<file path="config.mk">
export PLATFORM = sky130hd
export DESIGN_NAME = hlsc_ram
export DESIGN_NICKNAME = d
export VERILOG_FILES = /design/src/rtl/hlsc_ram.sv
export SDC_FILE = /design/constraint.sdc
export NUM_CORES = 2
export LEC_CHECK = 0
export BUFFER_PORTS_ARGS = -buffer_cell sky130_fd_sc_hd__buf_2
export CELL_PAD_IN_SITES_DETAIL_PLACEMENT = 2
export CELL_PAD_IN_SITES_GLOBAL_PLACEMENT = 2
export CORE_ASPECT_RATIO = 0.5
export CORE_MARGIN = 2
export CORE_UTILIZATION = 55
export CTS_CLUSTER_DIAMETER = 120
export DETAILED_ROUTE_END_ITERATION = 7
export GPL_TIMING_DRIVEN = 0
export PLACE_DENSITY_LB_ADDON = 0.1
export REMOVE_ABC_BUFFERS = 1
export SLEW_MARGIN = 20
export SYNTH_ARGS = -nofsm -noshare
export SYNTH_HDL_FRONTEND = slang
export SYNTH_SLANG_ARGS = --single-unit
</file>
<file path="constraint.sdc">
create_clock -name clk -period 8.8 [get_ports clk]
set_clock_uncertainty 0.2 [all_clocks]
set_input_delay 1.76 -clock clk [delete_from_list [all_inputs] [get_ports clk]]
set_output_delay 1.76 -clock clk [all_outputs]
set_load 0.005 [all_outputs]
</file>
<file path="src/rtl/hlsc_ram.sv">
// ----------------------------------------------------------------------------
// hlsc_ram
// Generic single-port RAM with registered read.
// ----------------------------------------------------------------------------
module hlsc_ram #(
    parameter int WIDTH = 8,
    parameter int DEPTH = 256
) (
    input  logic                     clk,
    input  logic                     we,
    input  logic [$clog2(DEPTH)-1:0] addr,
    input  logic [WIDTH-1:0]         wdata,
    output logic [WIDTH-1:0]         rdata
);

    logic [WIDTH-1:0] mem_reg [DEPTH];

    always_ff @(posedge clk)
    begin
        if (we)
        begin
            mem_reg[addr] <= wdata;
        end
        rdata <= mem_reg[addr];
    end

endmodule

</file>
==> impl_metrics.ini, run 1 <==
[status]
status = aborted with a tool error
firstError = [ERROR DPL-0033] detailed placement checks failed during check placement.
flow.stopped_at = detailed placement

[synth]
ys_seq_area_share_pct = 78.6
ys_seq_elements = 2056
synth.avg_cell_area_um2 = 22.1
synthArstFlopShare_pct = 0
syn-cell-area_um2 = 78500
synth_top_area_share_pct = 78.3
ys_types = 22
synth_area_leaders = edfxtp_1, mux4_2, a22oi_1
yosysMostFrequentCell = edfxtp_1
synth_warnings = 0
synth_edf_count = 2048
synth_common_cells = edfxtp_1, mux4_2, a22oi_1
ys.flop_type = edfxtp_1
yosys.area.top_type = edfxtp_1
postSynthCellCount = 3547

[placed_design]
gp_congestion = 0.758
numPortBuffers = 25
dp_hpwl_mm = 161

[floorplan]
die_x_um = 538
dieHeight_um = 271
ios = 26
row_count = 97
initial_core_util_pct = 55.8
stage by stage:
| stage | instance area, um2 | std cells | hold slack [ps] |
|---|---|---|---|
| floorplan | 77400 | 3315 | 619 |
| global placement | 79900 | 5221 | 746 |
cell families after synthesis:
group,share of synthesized area [%]
compound gates,3.62
buf+inv,1.40
mux,14.7
simple gates,1.73
flops,78.6
==> inputs of run 2 (changes only) <==
Settings changed: CELL_PAD_IN_SITES_DETAIL_PLACEMENT 2 to default, CELL_PAD_IN_SITES_GLOBAL_PLACEMENT 2 to default, CORE_ASPECT_RATIO 0.5 to default, CORE_UTILIZATION 55 to 40, CTS_CLUSTER_DIAMETER 120 to default, PLACE_DENSITY_LB_ADDON 0.1 to 0.15.
==> run 2 against run 1 <==
The run now ends clean. Area after synthesis did not move. Synthesized cell count did not move.
==> impl_metrics.ini, run 2 <==
[route]
routed_wl_mm = 196
drc = 0
drt_first_pass_iters = 6
ant_nets = 0
initialDrtViolationCount = 3860
viasPerCell = 5.65
vias = 36400
wl_per_cell_um = 30.5

[worst_setup_path]
critPathArrivalTime_ps = 5960
r2r-end = rdata[2]$_DFF_P_
crit_chain = buf_12 > buf_16 > buf_16 > buf_16 > mux4_2 > a22oi_1 > a21oi_1 > o41ai_2 > nand4_1
cp_top_family = buffers and inverters
reg2reg_depth = 5
cp.required_ps = 9160
crit_path_max_fanout = 83
crit_type = in -> reg
slowest_stage = o41ai_2
crit_start = addr[0]
path_buf_inv = 4
start_kind = input port
crit_end = rdata[2]$_DFF_P_
rr_startpoint = mem_reg[171][2]$_DFFE_PP_
endpoint_kind = register
cpMostUsedCell = buf_16
rrSetupSlack_ps = 5260
path_depth = 9
slowest_delay_ps = 690

[final_layout]
final_common_cell = edfxtp_1
fin_cells = 6448
drive_gt1_share_pct = 25.6
final_util_pct = 46.0
mostFrequentLayoutCells = edfxtp_1, mux4_2, a22oi_1
fin_nets = 3656
final_cell_area_um2 = 89800
largest_reg_flops = 2048
syn_to_final_growth_pct = 14.4

[floorplan]
row_count = 162
initial_core_util_pct = 40.3
die_x_um = 447
ios = 26
die-area_um2 = 200000
dieHeight_um = 447
core_area_um2 = 195000

[synth]
synthArstFlopShare_pct = 0
synth.avg_cell_area_um2 = 22.1
ys_seq_area_share_pct = 78.6
synth_edf_count = 2048
synth_top_area_share_pct = 78.3
syn-cell-area_um2 = 78500
synth_common_cells = edfxtp_1, mux4_2, a22oi_1
postSynthCellCount = 3547
ys_types = 22
synth_warnings = 0
yosys.area.top_type = edfxtp_1
ys_seq_elements = 2056
synth_area_leaders = edfxtp_1, mux4_2, a22oi_1
yosysMostFrequentCell = edfxtp_1
ys.flop_type = edfxtp_1

[global_routing]
antenna_found_initial = 14
grt_pass1_wl_mm = 278
use_met1_pct = 28.3
gr-max-usage-layer = met2
globalRouteMet2Util_pct = 30.9
gr-usage-all-layers_pct = 19.6
grt_pass1_vias = 37300
overflow = 0
grt_use_met3_pct = 3.49
grt_start_max_net_pins = 119

[status]
status = finished, final reports clean

[sta]
slew_viol_final = 0
relSlewSlack_pct = 18.6
fmax_ghz = 0.179
setup_viol = 0
worst_slack_ps = 3200
period_needed_ps = 5600
tightest_slew_ps = 1210
post-route-period-util_pct = 63.6
hold_viol = 0
grt_setup_unrepaired = no

[pwr]
finalPower_uw = 20300
p_clk_share_pct = 42.2
net-switching-power_uw = 4360
p_int_uw = 16000
ir_worst_vdd_mv = 0.200
cellLeakagePower_uw = 0.0270
comb_power_share_pct = 4.7
swShare_pct = 21.4
p_seq_share_pct = 53.1
power.density_nw_per_um2 = 227

[clocking]
cts_max_level = 4
cts_setup_buffers = 0
cts_root_buffer = clkbuf_16
holdBufCountCts = 0
cts_tree = yes
cts_buffers = 213
clk_latency_ps = 850
cts_max_path_buffers = 3
clk_pin_slew_ps = 60
post_cts_resized = 0
cts.sinks = 2056

[placed_design]
placed_area_um2 = 83100
numPortBuffers = 25
preCtsSetupSlack_ps = 2150
gp_congestion = 0.721
dp_hpwl_mm = 115
dp.cells = 6047

[hold_path]
hp-start = mem_reg[50][7]$_DFFE_PP_
min_path_type = reg -> reg
hold-path-cell-count = 5

[flow_run]
drv_cap = 0
[run 2: cell counts after synthesis]
Identical to the previous run, type by type.
[run 2: worst min path at each step]
stage,to
after floorplan,rdata[0]$_DFF_P_
after global placement,rdata[3]$_DFF_P_
after detailed placement,rdata[3]$_DFF_P_
after CTS,rdata[3]$_DFF_P_
after global routing,rdata[0]$_DFF_P_
final,rdata[7]$_DFF_P_
[run 2: layer usage]
| metal | wire length [um] | share of wire [%] | vias up |
|---|---|---|---|
| met5 | 10 | 0.0051 | - |
| met4 | 4660 | 2.4 | 2 |
| met1 | 85600 | 44 | 19700 |
| met3 | 12600 | 6.4 | 258 |
| li1 | - | - | 15300 |
| met2 | 93600 | 48 | 1142 |
[run 2: area by class of cell]
cell class	instances	area (um2)
Clock inverter	120	997
Sequential cell	2056	61700
Timing Repair Buffer	108	2030
Antenna cell	7	17.5
Clock buffer	274	5600
Multi-Input combinational cell	1258	16200
Tap cell	2624	3280
Inverter	1	3.75
Fill cell	16300	105000
[run 2: cell families (layout without fill, tap and decap cells)]
| logic type | count (synthesis) | count (layout) | synth area share, % |
|---|---|---|---|
| and+or+nand+nor | 330 | 330 | 1.73 |
| buffers and inverters | 233 | 503 | 1.40 |
| muxes | 512 | 512 | 14.7 |
| AOI/OAI and AO/OA | 416 | 416 | 3.62 |
| other | 0 | 7 | 0 |
| DFF | 2056 | 2056 | 78.6 |
[run 2: per-stage QoR]
step,hold WS [ps],TNS [ps]
finish,906,0
global route,965,0
CTS,927,0
detailed placement,906,0
global placement,890,-
floorplan,619,-282
[run 2: power groups by stage]
stage	logic, uW	clock network, uW	registers (uW)
after global placement	1200	0	11100
after global routing	1020	9160	10800
final	964	8580	10800
after CTS	983	8780	10800
after detailed placement	981	0	11000
after floorplan	372	0	11000
[run 2: tightest hold or removal path, stage by stage (launching register included)]
cell	delay [ps]
edfxtp_1	320
mux4_2	220
a22oi_1	70
a21oi_1	130
o41ai_1	120
nand4_1	200
Note: power is estimated with default switching activity, not from simulation.
