[src/rtl/hlsc_pkg.sv]
// ----------------------------------------------------------------------------
// hlsc_pkg
// Shared types and constants for the hostname suffix classifier.
// ----------------------------------------------------------------------------
package hlsc_pkg;

    localparam int RULES_DEF        = 256;
    localparam int SUFFIX_CHARS_DEF = 127;

    localparam logic [7:0] DOT_CHAR = 8'h2E;

    typedef enum logic [1:0]
    {
        FN_CLEAR = 2'd0,
        FN_APPEND = 2'd1,
        FN_CLOSE = 2'd2,
        FN_HOST = 2'd3
    } func_t;

    typedef struct packed
    {
        logic [1:0] func;
        logic [7:0] char_byte;
        logic       last;
        logic [7:0] category_id;
        logic [9:0] app_id;
    } in_item_t;

    typedef struct packed
    {
        logic       matched;
        logic [7:0] found_category;
        logic [9:0] found_app;
        logic [6:0] match_length;
        logic       table_overflow;
    } out_item_t;

    // Fold ASCII upper case to lower case.
    function automatic logic [7:0] fold(input logic [7:0] c);
        logic [7:0] r;
        r = c;
        if (c >= 8'h41 && c <= 8'h5A)
        begin
            r = c + 8'h20;
        end
        return r;
    endfunction

endpackage

[src/rtl/hlsc_cell.sv]
// ----------------------------------------------------------------------------
// hlsc_cell
// One window cell: holds one hostname character, shifts toward the tail.
// Also compares its character against the rule character broadcast for it.
// ----------------------------------------------------------------------------
module hlsc_cell
    import hlsc_pkg::*;
(
    input  logic       clk,
    input  logic       shift,
    input  logic [7:0] char_in,
    output logic [7:0] char_out,
    input  logic [7:0] rule_char,
    output logic       eq
);

    logic [7:0] char_reg;

    always_ff @(posedge clk)
    begin
        if (shift)
        begin
            char_reg <= char_in;
        end
    end

    assign char_out = char_reg;
    assign eq       = (fold(char_reg) == fold(rule_char));

endmodule

[config.mk]
export PLATFORM = sky130hd
export DESIGN_NAME = hlsc_cell
export DESIGN_NICKNAME = d
export VERILOG_FILES = /design/src/rtl/hlsc_pkg.sv /design/src/rtl/hlsc_cell.sv
export SDC_FILE = /design/constraint.sdc
export NUM_CORES = 1
export LEC_CHECK = 0
export ABC_AREA = 1
export BUFFER_PORTS_ARGS = -buffer_cell sky130_fd_sc_hd__buf_2
export CORE_UTILIZATION = 25
export DETAILED_ROUTE_END_ITERATION = 10
export GPL_ROUTABILITY_DRIVEN = 0
export SLEW_MARGIN = 15
export SYNTH_ARGS = -nofsm -noshare
export SYNTH_HDL_FRONTEND = slang
export SYNTH_SLANG_ARGS = --single-unit
export TNS_END_PERCENT = 100
[constraint.sdc]
create_clock -name clk -period 1.3 [get_ports clk]
set_clock_uncertainty 0.1 [all_clocks]
set_input_delay 0 -clock clk [delete_from_list [all_inputs] [get_ports clk]]
set_output_delay 0 -clock clk [all_outputs]
set_load 0.02 [all_outputs]
# [Word level (Yosys, flattened, before mapping)]
# Index checks and enable logic that the tools add are counted.
[word_totals] regBits=8 in_bits=18 output_inout_bits=9 elab_cells=12
[classes] addsub=2 magnitude_cmp=4 reduce_logical=2 n_eq_ne=1 n_mux=2
[ops] op="8-bit by 6-bit adder with 8-bit output, second input constant" count=2
[ops] op="8-bit by 7-bit >= comparator with 1-bit output, second input constant" count=2
[ops] op="8-bit by 7-bit <= comparator with 1-bit output, second input constant" count=2
[ops] op="8-bit 2-to-1 mux" count=2
[ops] op="8-bit == test" count=1
[ops] op="1-bit logical AND" count=2

# [Longest topological paths before layout]
[logic_depth] word_depth=4 ltp_mapped=11

# [Least setup slack after synthesis]
# OpenSTA, ideal clock, no wires.
[synth_timing] path_kind="reg2out" from="register char_reg[7] (netlist: char_out[7])" to="output port eq" slack_ns=-0.308 required_time_ns=1.200 n_path_buf=0 arrival_ns=1.508 path_stages_with_launch=12 path_cell_list="edfxtp_1 > inv_1 > nand2_1 > nor2_1 > nand2_1 > nor2_2 > nand2_1 > nand2_1 > nand2_1 > nand2_1 > nand2_1 > nor2_1"
[synth_via] elab_chain_cells=4 elab_cells_between_ends=6 classes_between="add/sub: 1; order compare: 2; eq/ne: 1; mux: 1; reduce/logical: 1"
[synth_lines] element="start, declared" line_no="hlsc_cell.sv:17" text="logic [7:0] char_reg;"
[synth_lines] element="start signal, assigned" line_no="hlsc_cell.sv:23" text="char_reg <= char_in;"
[synth_lines] element="8-bit by 7-bit >= comparator with 1-bit output or 8-bit by 7-bit <= comparator with 1-bit output (tied branches)" line_no="hlsc_pkg.sv:42" text="if (c >= 8'h41 && c <= 8'h5A)"
[synth_lines] element="1-bit logical AND" line_no="hlsc_pkg.sv:42"
[synth_lines] element="8-bit 2-to-1 mux *" line_no="hlsc_pkg.sv:42"
[synth_lines] element="8-bit == test *" line_no="hlsc_cell.sv:28" text="assign eq = (fold(char_reg) == fold(rule_char));"
[synth_lines] element="end, declared" line_no="hlsc_cell.sv:14" text="output logic eq"
# Mark *: on every way between the ends. The rest lies on a longest branch, timed or not.

# [Worst setup path after layout]
[layout_timing] from="register char_reg[2] (netlist: char_out[2])" to="output port eq"
# Same word-level chain as after synthesis.

==> flow_metrics.env <==
export IMPL_largest_register_ffs=8
export IMPL_slew_viol_final=0
export IMPL_place_ws_ps=-252
export IMPL_avgSynthCellArea_um2=7.42
export IMPL_relSlewSlack_pct=85.9
export IMPL_drt_iter0_markers=2
export IMPL_die_area_um2=2450
export IMPL_status="finished with violations"
export IMPL_maxCapViolCount=0
export IMPL_clockRootBuffer="clkbuf_4"
export IMPL_cp_slowest_cell="edfxtp_1"
export IMPL_num_nets_final=149
export IMPL_via_per_inst=3.93
export IMPL_fin_hold_ws_ps=358
export IMPL_total_power_mw=0.764
export IMPL_fillers=212
export IMPL_hp_class="primary input to register"
export IMPL_antenna_found_initial=0
export IMPL_power_leakage_nw=0.494
export IMPL_syn_to_final_growth_pct=73.2
export IMPL_cp_required_ps=1200
export IMPL_tightest_slew_ps=211
export IMPL_grtUsageTotal_pct=11.3
export IMPL_dp_hpwl_um=911
export IMPL_yosysWarnings=0
export IMPL_io_buffers=26
export IMPL_grt_max_degree=9
export IMPL_startpoint_type="register"
export IMPL_violations="negative setup slack"
export IMPL_cts_buffers=3
export IMPL_crit_fanout=4
export IMPL_path_class="register to output port"
export IMPL_cp_slowest_stage_delay_ps=430
export IMPL_diodes=0
export IMPL_num_io_pins=27
export IMPL_layout_drive_gt1_share_pct=40.9
export IMPL_rsz0062_at_grt="yes"
export IMPL_layout_setup_ws_ps=-442
export IMPL_ys_seq_elements=8
export IMPL_antenna_left=0
export IMPL_start_util_pct=27.6
export IMPL_wl_um=1270
export IMPL_path_cells="inv_1 -> nand2_1 -> nand2_1 -> nand2_2 -> nor2_4 -> nand2_1 -> nand2_1 -> nand2_1 -> nand2_1 -> nand2_2 -> nor2_4 -> buf_6"
export IMPL_dp_cells=140
export IMPL_place_area_um2=818
export IMPL_netlist_area_um2=564
export IMPL_hold_viol_final=0
export IMPL_crit_path_frequent_cell="nand2_1"
export IMPL_power_density_nw_per_um2=782
export IMPL_finalSetupTns_ps=-442
export IMPL_cp_end_kind="output port"
export IMPL_critPathArrivalTime_ps=1640
export IMPL_grt_overflow_total=0
export IMPL_setup_violations=1
export IMPL_yosysSeqAreaShare_pct=42.6
export IMPL_grt_pass1_vias=578
export IMPL_ir_drop_uv=741
export IMPL_ys_types=13
export IMPL_die_width_um=49.5
export IMPL_tritoncts="yes"
export IMPL_post_route_util_pct=47.9
export IMPL_cts_buffer_depth=2
export IMPL_period_share_pct=134
export IMPL_grt_pass1_wl_um=2100
export IMPL_fin_area_um2=977
export IMPL_wl_per_cell_um=8.23
export IMPL_fin_cells=154
export IMPL_vias=605
export IMPL_synthCells=76
export IMPL_core_area_um2=2040
export IMPL_finalCriticalPeriod_ps=1740
export IMPL_syn_num_nets=96
export IMPL_h_tree_depth=1
export IMPL_die_y_um=49.5
export IMPL_worst_setup_hold_path_clk_slew_ps=50
export IMPL_placementRows=16
export IMPL_drcViolationCount=0
export IMPL_fmax_mhz=574
export IMPL_drt_pass1_iterations=2
export IMPL_clock_sinks=8
## cells in the mapped netlist
library cell | instances | share of area, %
nand2_1 | 27 | 18
inv_1 | 12 | 8.0
nor2_1 | 12 | 8.0
edfxtp_1 | 8 | 43
xnor2_1 | 5 | 7.8
ha_1 | 2 | 4.4
nand3_1 | 2 | 1.8
nor2_2 | 2 | 2.2
o21ai_0 | 2 | 1.8
nor2_4 | 1 | 2.0
nor3_1 | 1 | 0.89
or2_1 | 1 | 1.1
xor2_1 | 1 | 1.6
## critical path, delay by kind of cell (launching register included)
kind | cells | cell delay (ps)
buffers and inverters | 2 | 200
DFF | 1 | 430
and+or+nand+nor | 10 | 770
## area by class of cell
type	count	area, um2	share of cell area (%)
timing repair buffer	48	324	33.2
sequential	8	240	24.6
inverter	12	45.0	4.61
tap	27	33.8	3.46
multi-input combinational	56	312	31.9
clock buffer	3	22.5	2.30
## path summary, 6_finish.rpt
path  cells past startpoint         from     endpoint
max                      12  char_out[2]           eq
min                       2   char_in[4]  char_out[4]
## where the power goes
| part | switching, mW | internal (mW) |
|---|---|---|
| sequential | 0.0179 | 0.309 |
| clock | 0.0771 | 0.105 |
| combinational | 0.122 | 0.134 |
## layout by cell type (no fill, tap or decap)
cell type / n
buf_2: 25
buf_6: 1
inv_1: 12
or2_1: 1
nand2_1: 24
edfxtp_1: 8
buf_4: 13
nand3_1: 2
nor2_2: 3
nor3_1: 1
o21ai_0: 2
nand2_2: 3
nor2_4: 3
dlygate4sd3_1: 9
xor2_1: 1
clkbuf_4: 3
xnor2_1: 4
ha_1: 2
xnor2_2: 1
nor2_1: 9
## routing by layer
metal	vias up	track usage [%]	wire length (um)
li1	335	-	-
met1	248	9.90	476
met2	20	22.1	693
met3	2	3.09	76
met4	0	7.14	21
met5	-	0	0
## kinds of logic after synthesis
logic type | count (synthesis) | synth area share, %
AND/OR/NAND/NOR | 46 | 33.9
XOR/XNOR | 6 | 9.31
buffers and inverters | 12 | 7.98
AO/OA/AOI/OAI | 2 | 1.77
flip-flops | 8 | 42.6
adder cells (fa/ha/maj) | 2 | 4.43
## timing repair
| action | 4_1_cts | 5_1_grt |
|---|---|---|
| gates resized for setup | 5 | 4 |
| buffers inserted | 1 | 1 |
| hold endpoints to repair | 16 | 0 |
| pin swaps | 4 | 2 |
| hold buffers | 9 | 0 |
| setup endpoints to repair | 1 | 1 |
Power figures use the tool's default switching activity.
